==> config.mk <==
export PLATFORM = sky130hd
export DESIGN_NAME = whole_word_keyword_counter
export DESIGN_NICKNAME = d
export VERILOG_FILES = /design/src/rtl/wwkc_pkg.sv /design/src/rtl/wwkc_front.sv /design/src/rtl/wwkc_back.sv /design/src/rtl/whole_word_keyword_counter.sv
export SDC_FILE = /design/constraint.sdc
export NUM_CORES = 1
export LEC_CHECK = 0
export BUFFER_PORTS_ARGS = -buffer_cell sky130_fd_sc_hd__buf_2
export CAP_MARGIN = 40
export CORE_MARGIN = 4
export CORE_UTILIZATION = 41
export DETAILED_ROUTE_END_ITERATION = 16
export PLACE_DENSITY = 0.57
export SLEW_MARGIN = 15
export SYNTH_ARGS = -nofsm -noshare
export SYNTH_HDL_FRONTEND = slang
export SYNTH_SLANG_ARGS = --single-unit
==> constraint.sdc <==
create_clock -name clk -period 5.4 [get_ports clk]
set_clock_uncertainty 0.1 [all_clocks]
set_input_delay 1.08 -clock clk [delete_from_list [all_inputs] [get_ports clk]]
set_output_delay 1.08 -clock clk [all_outputs]
set_load 0.02 [all_outputs]
==> src/rtl/wwkc_pkg.sv <==
// Package for the whole-word keyword counter: sizes, item type, register
// codes and the byte classification helpers. No dependencies.
`default_nettype none

package wwkc_pkg;

	localparam int KEY_MAX       = 32;
	localparam int COUNT_BITS    = 32;
	localparam int KEY_SRC_BYTES = 32;
	localparam int KEY_IDX_W     = (KEY_MAX > 1) ? $clog2(KEY_MAX) : 1;
	localparam int KEY_LEN_W     = 6;
	localparam int CH_W          = 8;
	localparam int OUT_W         = 32;
	localparam int CFG_INDEX_W   = 3;
	localparam int CFG_DATA_W    = 64;
	localparam int QUEUE_PTR_W   = 2;
	localparam int QUEUE_DEPTH   = 1 << QUEUE_PTR_W;
	localparam int QUEUE_CNT_W   = QUEUE_PTR_W + 1;

	typedef enum logic [CFG_INDEX_W-1:0] {
		REG_KEY_WORD0 = 3'd0,
		REG_KEY_WORD1 = 3'd1,
		REG_KEY_WORD2 = 3'd2,
		REG_KEY_WORD3 = 3'd3,
		REG_KEY_LEN   = 3'd4
	} reg_index_t;

	typedef enum logic [1:0] {
		KIND_CHAR  = 2'd0,
		KIND_SPACE = 2'd1,
		KIND_EOT   = 2'd2
	} item_kind_t;

	typedef logic [KEY_MAX-1:0][CH_W-1:0] key_bytes_t;

	typedef struct packed {
		item_kind_t      kind;
		logic [CH_W-1:0] ch;      // folded
		logic            letter;
	} item_t;

	function automatic logic [CH_W-1:0] fold_byte(input logic [CH_W-1:0] c);
		logic [CH_W-1:0] r;
		r = c;
		if (c inside {[8'h41:8'h5A]})
			r = c + 8'd32;
		return r;
	endfunction

	function automatic logic is_letter(input logic [CH_W-1:0] c);
		return (c inside {[8'h41:8'h5A], [8'h61:8'h7A]});
	endfunction

	function automatic logic is_space(input logic [CH_W-1:0] c);
		return (c inside {8'h20, [8'h09:8'h0D]});
	endfunction

endpackage

`default_nettype wire

==> src/rtl/wwkc_front.sv <==
// Front end: classifies incoming bytes (fold, letter, whitespace, end of
// text) and queues them for the back end. Uses wwkc_pkg.
`default_nettype none

module wwkc_front
	import wwkc_pkg::*;
(
	input  wire logic            clk,
	input  wire logic            arst_n,
	input  wire logic            in_valid,
	output logic                 in_ready,
	input  wire logic [CH_W-1:0] ch,
	input  wire logic            end_of_text,
	output logic                 item_valid,
	input  wire logic            item_ready,
	output item_t                item
);

	item_t                  q_q [QUEUE_DEPTH];
	logic [QUEUE_PTR_W-1:0] wr_ptr_q, rd_ptr_q;
	logic [QUEUE_CNT_W-1:0] cnt_q;
	item_t                  cls;
	logic                   push, pop;

	always_comb begin
		cls.ch     = fold_byte(ch);
		cls.letter = is_letter(ch);
		if (end_of_text)
			cls.kind = KIND_EOT;
		else if (is_space(ch))
			cls.kind = KIND_SPACE;
		else
			cls.kind = KIND_CHAR;
	end

	assign in_ready   = (cnt_q != QUEUE_CNT_W'(QUEUE_DEPTH));
	assign item_valid = (cnt_q != '0);
	assign item       = q_q[rd_ptr_q];
	assign push       = in_valid & in_ready;
	assign pop        = item_valid & item_ready;

	always_ff @(posedge clk or negedge arst_n) begin
		if (!arst_n) begin
			wr_ptr_q <= '0;
			rd_ptr_q <= '0;
			cnt_q    <= '0;
		end else begin
			if (push)
				wr_ptr_q <= wr_ptr_q + 1'b1;
			if (pop)
				rd_ptr_q <= rd_ptr_q + 1'b1;
			if (push && !pop)
				cnt_q <= cnt_q + 1'b1;
			else if (pop && !push)
				cnt_q <= cnt_q - 1'b1;
		end
	end

	always_ff @(posedge clk) begin
		if (push)
			q_q[wr_ptr_q] <= cls;
	end

endmodule

`default_nettype wire

==> src/rtl/wwkc_back.sv <==
// Back end: shift-and prefix matcher over the keyword, whole-word judging,
// saturating count and the result register. Uses wwkc_pkg.
`default_nettype none

module wwkc_back
	import wwkc_pkg::*;
(
	input  wire logic                 clk,
	input  wire logic                 arst_n,
	input  wire logic                 item_valid,
	output logic                      item_ready,
	input  wire item_t                item,
	input  wire key_bytes_t           key_bytes,
	input  wire logic [KEY_IDX_W-1:0] key_sel,
	output logic                      out_valid,
	input  wire logic                 out_ready,
	output logic [OUT_W-1:0]          match_total
);

	// m_q[j]: the last j+1 token bytes equal keyword bytes 0..j
	// lb_q[j]: the byte before that partial match was a letter
	logic [KEY_MAX-1:0]    m_q, lb_q, m_next, lb_next;
	logic                  prev_letter_q, awaiting_q, decided_q;
	logic [COUNT_BITS-1:0] count_q, count_inc;
	logic                  out_valid_q;
	logic [OUT_W-1:0]      match_total_q;
	logic                  pop, hit, lb_hit;

	assign item_ready  = !(item.kind == KIND_EOT && out_valid_q && !out_ready);
	assign pop         = item_valid & item_ready;
	assign out_valid   = out_valid_q;
	assign match_total = match_total_q;
	assign count_inc   = (count_q != '1) ? count_q + 1'b1 : count_q;

	always_comb begin
		for (int j = 0; j < KEY_MAX; j++) begin
			if (j == 0) begin
				m_next[j]  = (item.ch == key_bytes[j]);
				lb_next[j] = prev_letter_q;
			end else begin
				m_next[j]  = m_q[j-1] & (item.ch == key_bytes[j]);
				lb_next[j] = lb_q[j-1];
			end
		end
		hit    = m_next[key_sel];
		lb_hit = lb_next[key_sel];
	end

	always_ff @(posedge clk or negedge arst_n) begin
		if (!arst_n) begin
			m_q           <= '0;
			prev_letter_q <= 1'b0;
			awaiting_q    <= 1'b0;
			decided_q     <= 1'b0;
			count_q       <= '0;
			out_valid_q   <= 1'b0;
		end else begin
			if (pop && item.kind == KIND_EOT)
				out_valid_q <= 1'b1;
			else if (out_ready)
				out_valid_q <= 1'b0;

			if (pop) begin
				case (item.kind)
					KIND_CHAR: begin
						m_q           <= m_next;
						prev_letter_q <= item.letter;
						if (awaiting_q) begin
							awaiting_q <= 1'b0;
							if (!item.letter)
								count_q <= count_inc;
						end else if (!decided_q && hit) begin
							decided_q  <= 1'b1;
							awaiting_q <= !lb_hit;
						end
					end
					KIND_SPACE: begin
						if (awaiting_q)
							count_q <= count_inc;
						m_q           <= '0;
						prev_letter_q <= 1'b0;
						awaiting_q    <= 1'b0;
						decided_q     <= 1'b0;
					end
					KIND_EOT: begin
						count_q       <= '0;
						m_q           <= '0;
						prev_letter_q <= 1'b0;
						awaiting_q    <= 1'b0;
						decided_q     <= 1'b0;
					end
					default: ;
				endcase
			end
		end
	end

	always_ff @(posedge clk) begin
		if (pop && item.kind == KIND_CHAR)
			lb_q <= lb_next;
		if (pop && item.kind == KIND_EOT)
			match_total_q <= OUT_W'(awaiting_q ? count_inc : count_q);
	end

endmodule

`default_nettype wire

==> src/rtl/whole_word_keyword_counter.sv <==
// Whole-word keyword counter, top level: keyword registers, front and back.
// Result path: an end-of-text beat is written into the queue, then the back end registers the result and out_valid.
// Throughput: one byte per cycle; a 4-entry queue absorbs output stalls, which
// hold the back end only on an end-of-text beat while a result waits.
// Reset clears queue, match state and count; keyword is zeros, length one.
// Depends on wwkc_pkg, wwkc_front, wwkc_back.
`default_nettype none

module whole_word_keyword_counter
	import wwkc_pkg::*;
(
	input  wire logic                   clk,
	input  wire logic                   arst_n,
	input  wire logic                   in_valid,
	output logic                        in_ready,
	input  wire logic [CH_W-1:0]        ch,
	input  wire logic                   end_of_text,
	output logic                        out_valid,
	input  wire logic                   out_ready,
	output logic [OUT_W-1:0]            match_total,
	input  wire logic                   cfg_we,
	input  wire logic [CFG_INDEX_W-1:0] cfg_index,
	input  wire logic [CFG_DATA_W-1:0]  cfg_wdata
);

	key_bytes_t           key_q;
	logic [KEY_IDX_W-1:0] key_sel_q;   // effective length minus one
	logic [KEY_LEN_W-1:0] len_in;
	logic                 item_valid, item_ready;
	item_t                item;

	assign len_in = cfg_wdata[KEY_LEN_W-1:0];

	always_ff @(posedge clk or negedge arst_n) begin
		if (!arst_n) begin
			key_q     <= '0;
			key_sel_q <= '0;
		end else if (cfg_we) begin
			for (int k = 0; k < KEY_MAX; k++) begin
				if (k < KEY_SRC_BYTES && cfg_index == CFG_INDEX_W'(k >> 3))
					key_q[k] <= fold_byte(cfg_wdata[8*(k & 7) +: CH_W]);
			end
			if (cfg_index == REG_KEY_LEN) begin
				if (len_in == '0)
					key_sel_q <= '0;
				else if (int'(len_in) > KEY_MAX)
					key_sel_q <= KEY_IDX_W'(KEY_MAX - 1);
				else
					key_sel_q <= KEY_IDX_W'(len_in - 1'b1);
			end
		end
	end

	wwkc_front u_front (
		.clk        (clk),
		.arst_n     (arst_n),
		.in_valid   (in_valid),
		.in_ready   (in_ready),
		.ch         (ch),
		.end_of_text(end_of_text),
		.item_valid (item_valid),
		.item_ready (item_ready),
		.item       (item)
	);

	wwkc_back u_back (
		.clk        (clk),
		.arst_n     (arst_n),
		.item_valid (item_valid),
		.item_ready (item_ready),
		.item       (item),
		.key_bytes  (key_q),
		.key_sel    (key_sel_q),
		.out_valid  (out_valid),
		.out_ready  (out_ready),
		.match_total(match_total)
	);

endmodule

`default_nettype wire

==> flow_summary.json <==
{
  "mostFrequentLayoutCells": "nand2_1, dfrtp_1, xnor2_1",
  "die_area_um2": 57900,
  "diodes": 0,
  "power_frac_seq_pct": 35.6,
  "initialDrtViolationCount": 1267,
  "grt_overflow_total": 0,
  "wl_met2_um": 30500,
  "power_leakage_nw": 10.6,
  "synth_edf_count": 107,
  "drc": 0,
  "synthToLayoutAreaGrowth_pct": 13.6,
  "cts_resized": 0,
  "placed_area_um2": 23600,
  "switching_share_pct": 38.7,
  "synth.distinct_cells": 71,
  "post-cts-setup-buffers": 0,
  "tightest_slew_ns": 0.931,
  "hp-class": "reg2reg",
  "path_class": "reg2reg",
  "ir_worst_vdd_mv": 0.282,
  "place_ws_ns": 1.28,
  "worst-path-max-fanout": 11,
  "dr.max_layer_used": "met4",
  "final_nets": 2377,
  "clkSinkCount": 442,
  "cts_buffers": 49,
  "cts_tree": "built",
  "p_int_mw": 8.31,
  "clkPwrFrac_pct": 24.8,
  "cts.reportedPaths.clkPinSlew_ns": 0.06,
  "antenna_found_initial": 0,
  "grt_max_degree": 113,
  "cts_hold_buf": 0,
  "gp_congestion": 0.852,
  "met3RoutedLength_um": 2870,
  "synth_warnings": 0,
  "rsz0062_at_grt": "no",
  "final_common_cell": "nand2_1",
  "yosys_most_used_dff": "dfrtp_1",
  "core_um2": 53700,
  "start_kind": "flop",
  "ant_nets": 0,
  "port_buffers": 114,
  "clock_path_buffers": 3,
  "synth_area_per_cell_um2": 10.1,
  "synth.cell_area_um2": 22200,
  "holdWs_ns": 0.343,
  "finalSetupTns_ns": 0,
  "final.min_clock_period_ns": 4.18,
  "max_freq_mhz": 239,
  "avgViaCountPerCell": 5.55,
  "worstPathRequired_ns": 5.80,
  "synth_seq_cells": 442,
  "cap_violations": 0,
  "firstDrtPassIters": 5,
  "async_flop_share_pct": 75.8,
  "start_util_pct": 41.3,
  "power_density_nw_per_um2": 539,
  "fp.dieW_um": 241,
  "syn_nets": 2295,
  "hold_viol_final": 0,
  "grt_util_all_layers_pct": 21.6,
  "comb_power_share_pct": 39.6,
  "syn_inst": 2190,
  "fin_crit_sh_pct": 77.4,
  "ys_seq_area_share_pct": 52.3,
  "num_vias": 16706,
  "grt_pass1_vias": 16419,
  "hpwl_um": 42500,
  "critPathCaptureType": "flop",
  "worstSkewPairLatency_ns": 0.59,
  "routedLengthMet1_um": 27700,
  "arrival_ns": 4.58,
  "htreeDepth": 2,
  "finalWorstSetupSlack_ns": 1.22,
  "drive_above_1_share_pct": 13.7,
  "cts-root-buf": "clkbuf_16",
  "slew_headroom_pct": 37.9,
  "drt_wl_total_um": 62500,
  "n_fill_cell": 4960,
  "setup_viol": 0,
  "slew_violations": 0,
  "fin_total_pwr_mw": 13.6,
  "final_cell_area_um2": 25200,
  "ios": 115,
  "status": "completed",
  "die_y_um": 241,
  "wl_per_cell_um": 20.8,
  "power.switching_mw": 5.26,
  "grt_first_pass_wirelength_um": 97600,
  "rows": 85
}
==> cell usage after synthesis (all sizes together), types with 12 or more instances <==
cell type,number,area (um2)
inv,22,82.6
o21ai,171,856
a21oi,54,270
nand4,46,288
ha,23,288
buf,34,201
or4,16,124
mux2i,20,204
edfxtp,107,3210
o31ai,16,125
o22ai,12,75.1
xnor2,214,1870
nand2,550,2060
xor2,76,666
nand3,44,220
mux4,21,473
nor2,54,203
dfrtp,335,8380
nand2b,14,87.6
clkbuf,92,345
and3,20,125
a22o,12,105
mux2,44,495
nor3,31,155
nor4,24,156
==> path summary, 6_finish.rpt <==
path | start | to | slack (ns) | depth (start not counted)
min reg2reg | u_back.lb_q[22]$_DFFE_PP_ | u_back.lb_q[23]$_DFFE_PP_ | 0.34 | 0
min in group asynchronous | arst_n | key_sel_q[2]$_DFFE_PN0P_ | 0.45 | 1
min | u_back.lb_q[22]$_DFFE_PP_ | u_back.lb_q[23]$_DFFE_PP_ | 0.34 | 0
max reg2reg | u_front.rd_ptr_q[0]$_DFFE_PN0P_ | u_back.awaiting_q$_DFFE_PN0P_ | 1.22 | 11
max in group asynchronous | arst_n | u_back.count_q[29]$_DFFE_PN0P_ | 3.49 | 2
max | u_front.rd_ptr_q[0]$_DFFE_PN0P_ | u_back.awaiting_q$_DFFE_PN0P_ | 1.22 | 11
==> sequential cells by signal, indices dropped and copies added, names as in the netlist <==
register              flops
u_back.awaiting_q         1
u_back.match_total       32
u_back.decided_q          1
u_front.cnt_q             3
u_front.rd_ptr_q          2
u_back.lb_q              31
key_sel_q                 5
u_back.prev_letter_q      1
u_back.count_q           32
u_back.m_q               31
key_q                   256
u_front.q_q              44
u_front.wr_ptr_q          2
u_back.out_valid          1
==> metal layers <==
layer | vias to the layer above | GRT usage [%]
met1 | 8404 | 29.3
met5 | - | 0
met2 | 433 | 36.7
li1 | 7772 | -
met3 | 97 | 3.25
met4 | 0 | 5.18
==> per-stage QoR <==
stage          std cells  utilization, %
6_report            3008            46.9
5_1_grt             3008            46.9
4_1_cts             3008            46.9
3_5_place_dp        2917            43.9
3_3_place_gp        2908            43.6
2_1_floorplan       2190               -
==> critical path: stages (launching register included) <==
cell	delay, ns
dfrtp_1	0.65
buf_8	0.22
mux4_2	0.78
buf_4	0.34
xor2_1	0.16
nor3_1	0.38
nand4_1	0.14
nor4_1	0.40
o22ai_1	0.24
o41ai_2	0.27
a21oi_1	0.16
o31ai_2	0.23
==> power groups by stage <==
stage	clock [mW]	combinational (mW)	sequential [mW]
global route	3.57	5.85	4.92
global placement	0	5.23	4.89
CTS	3.43	5.41	4.84
floorplan	0	3.67	4.87
detailed placement	0	5.38	4.89
finish	3.37	5.37	4.84
==> logic make-up (layout without fill, tap and decap cells) <==
group / count (synthesis) / count (layout) / share of synthesized area, %
AOI/OAI and AO/OA: 351 / 351 / 9.69
adders and majority gates: 24 / 24 / 1.39
buffers and inverters: 149 / 271 / 2.85
and+or+nand+nor: 849 / 849 / 17.1
xor gates and xnor gates: 290 / 290 / 11.4
muxes: 85 / 85 / 5.28
DFF: 442 / 442 / 52.3
==> layout make-up <==
type / count / area [um2] / share of cell area (%)
Clock buffer: 74 / 1480 / 5.89
Clock inverter: 17 / 143 / 0.566
Inverter: 23 / 86.3 / 0.343
Multi-Input combinational cell: 1599 / 9990 / 39.7
Sequential cell: 442 / 11600 / 46.0
Tap cell: 696 / 871 / 3.46
Timing Repair Buffer: 157 / 1030 / 4.09
No activity file was read; power rests on OpenSTA's default activity.
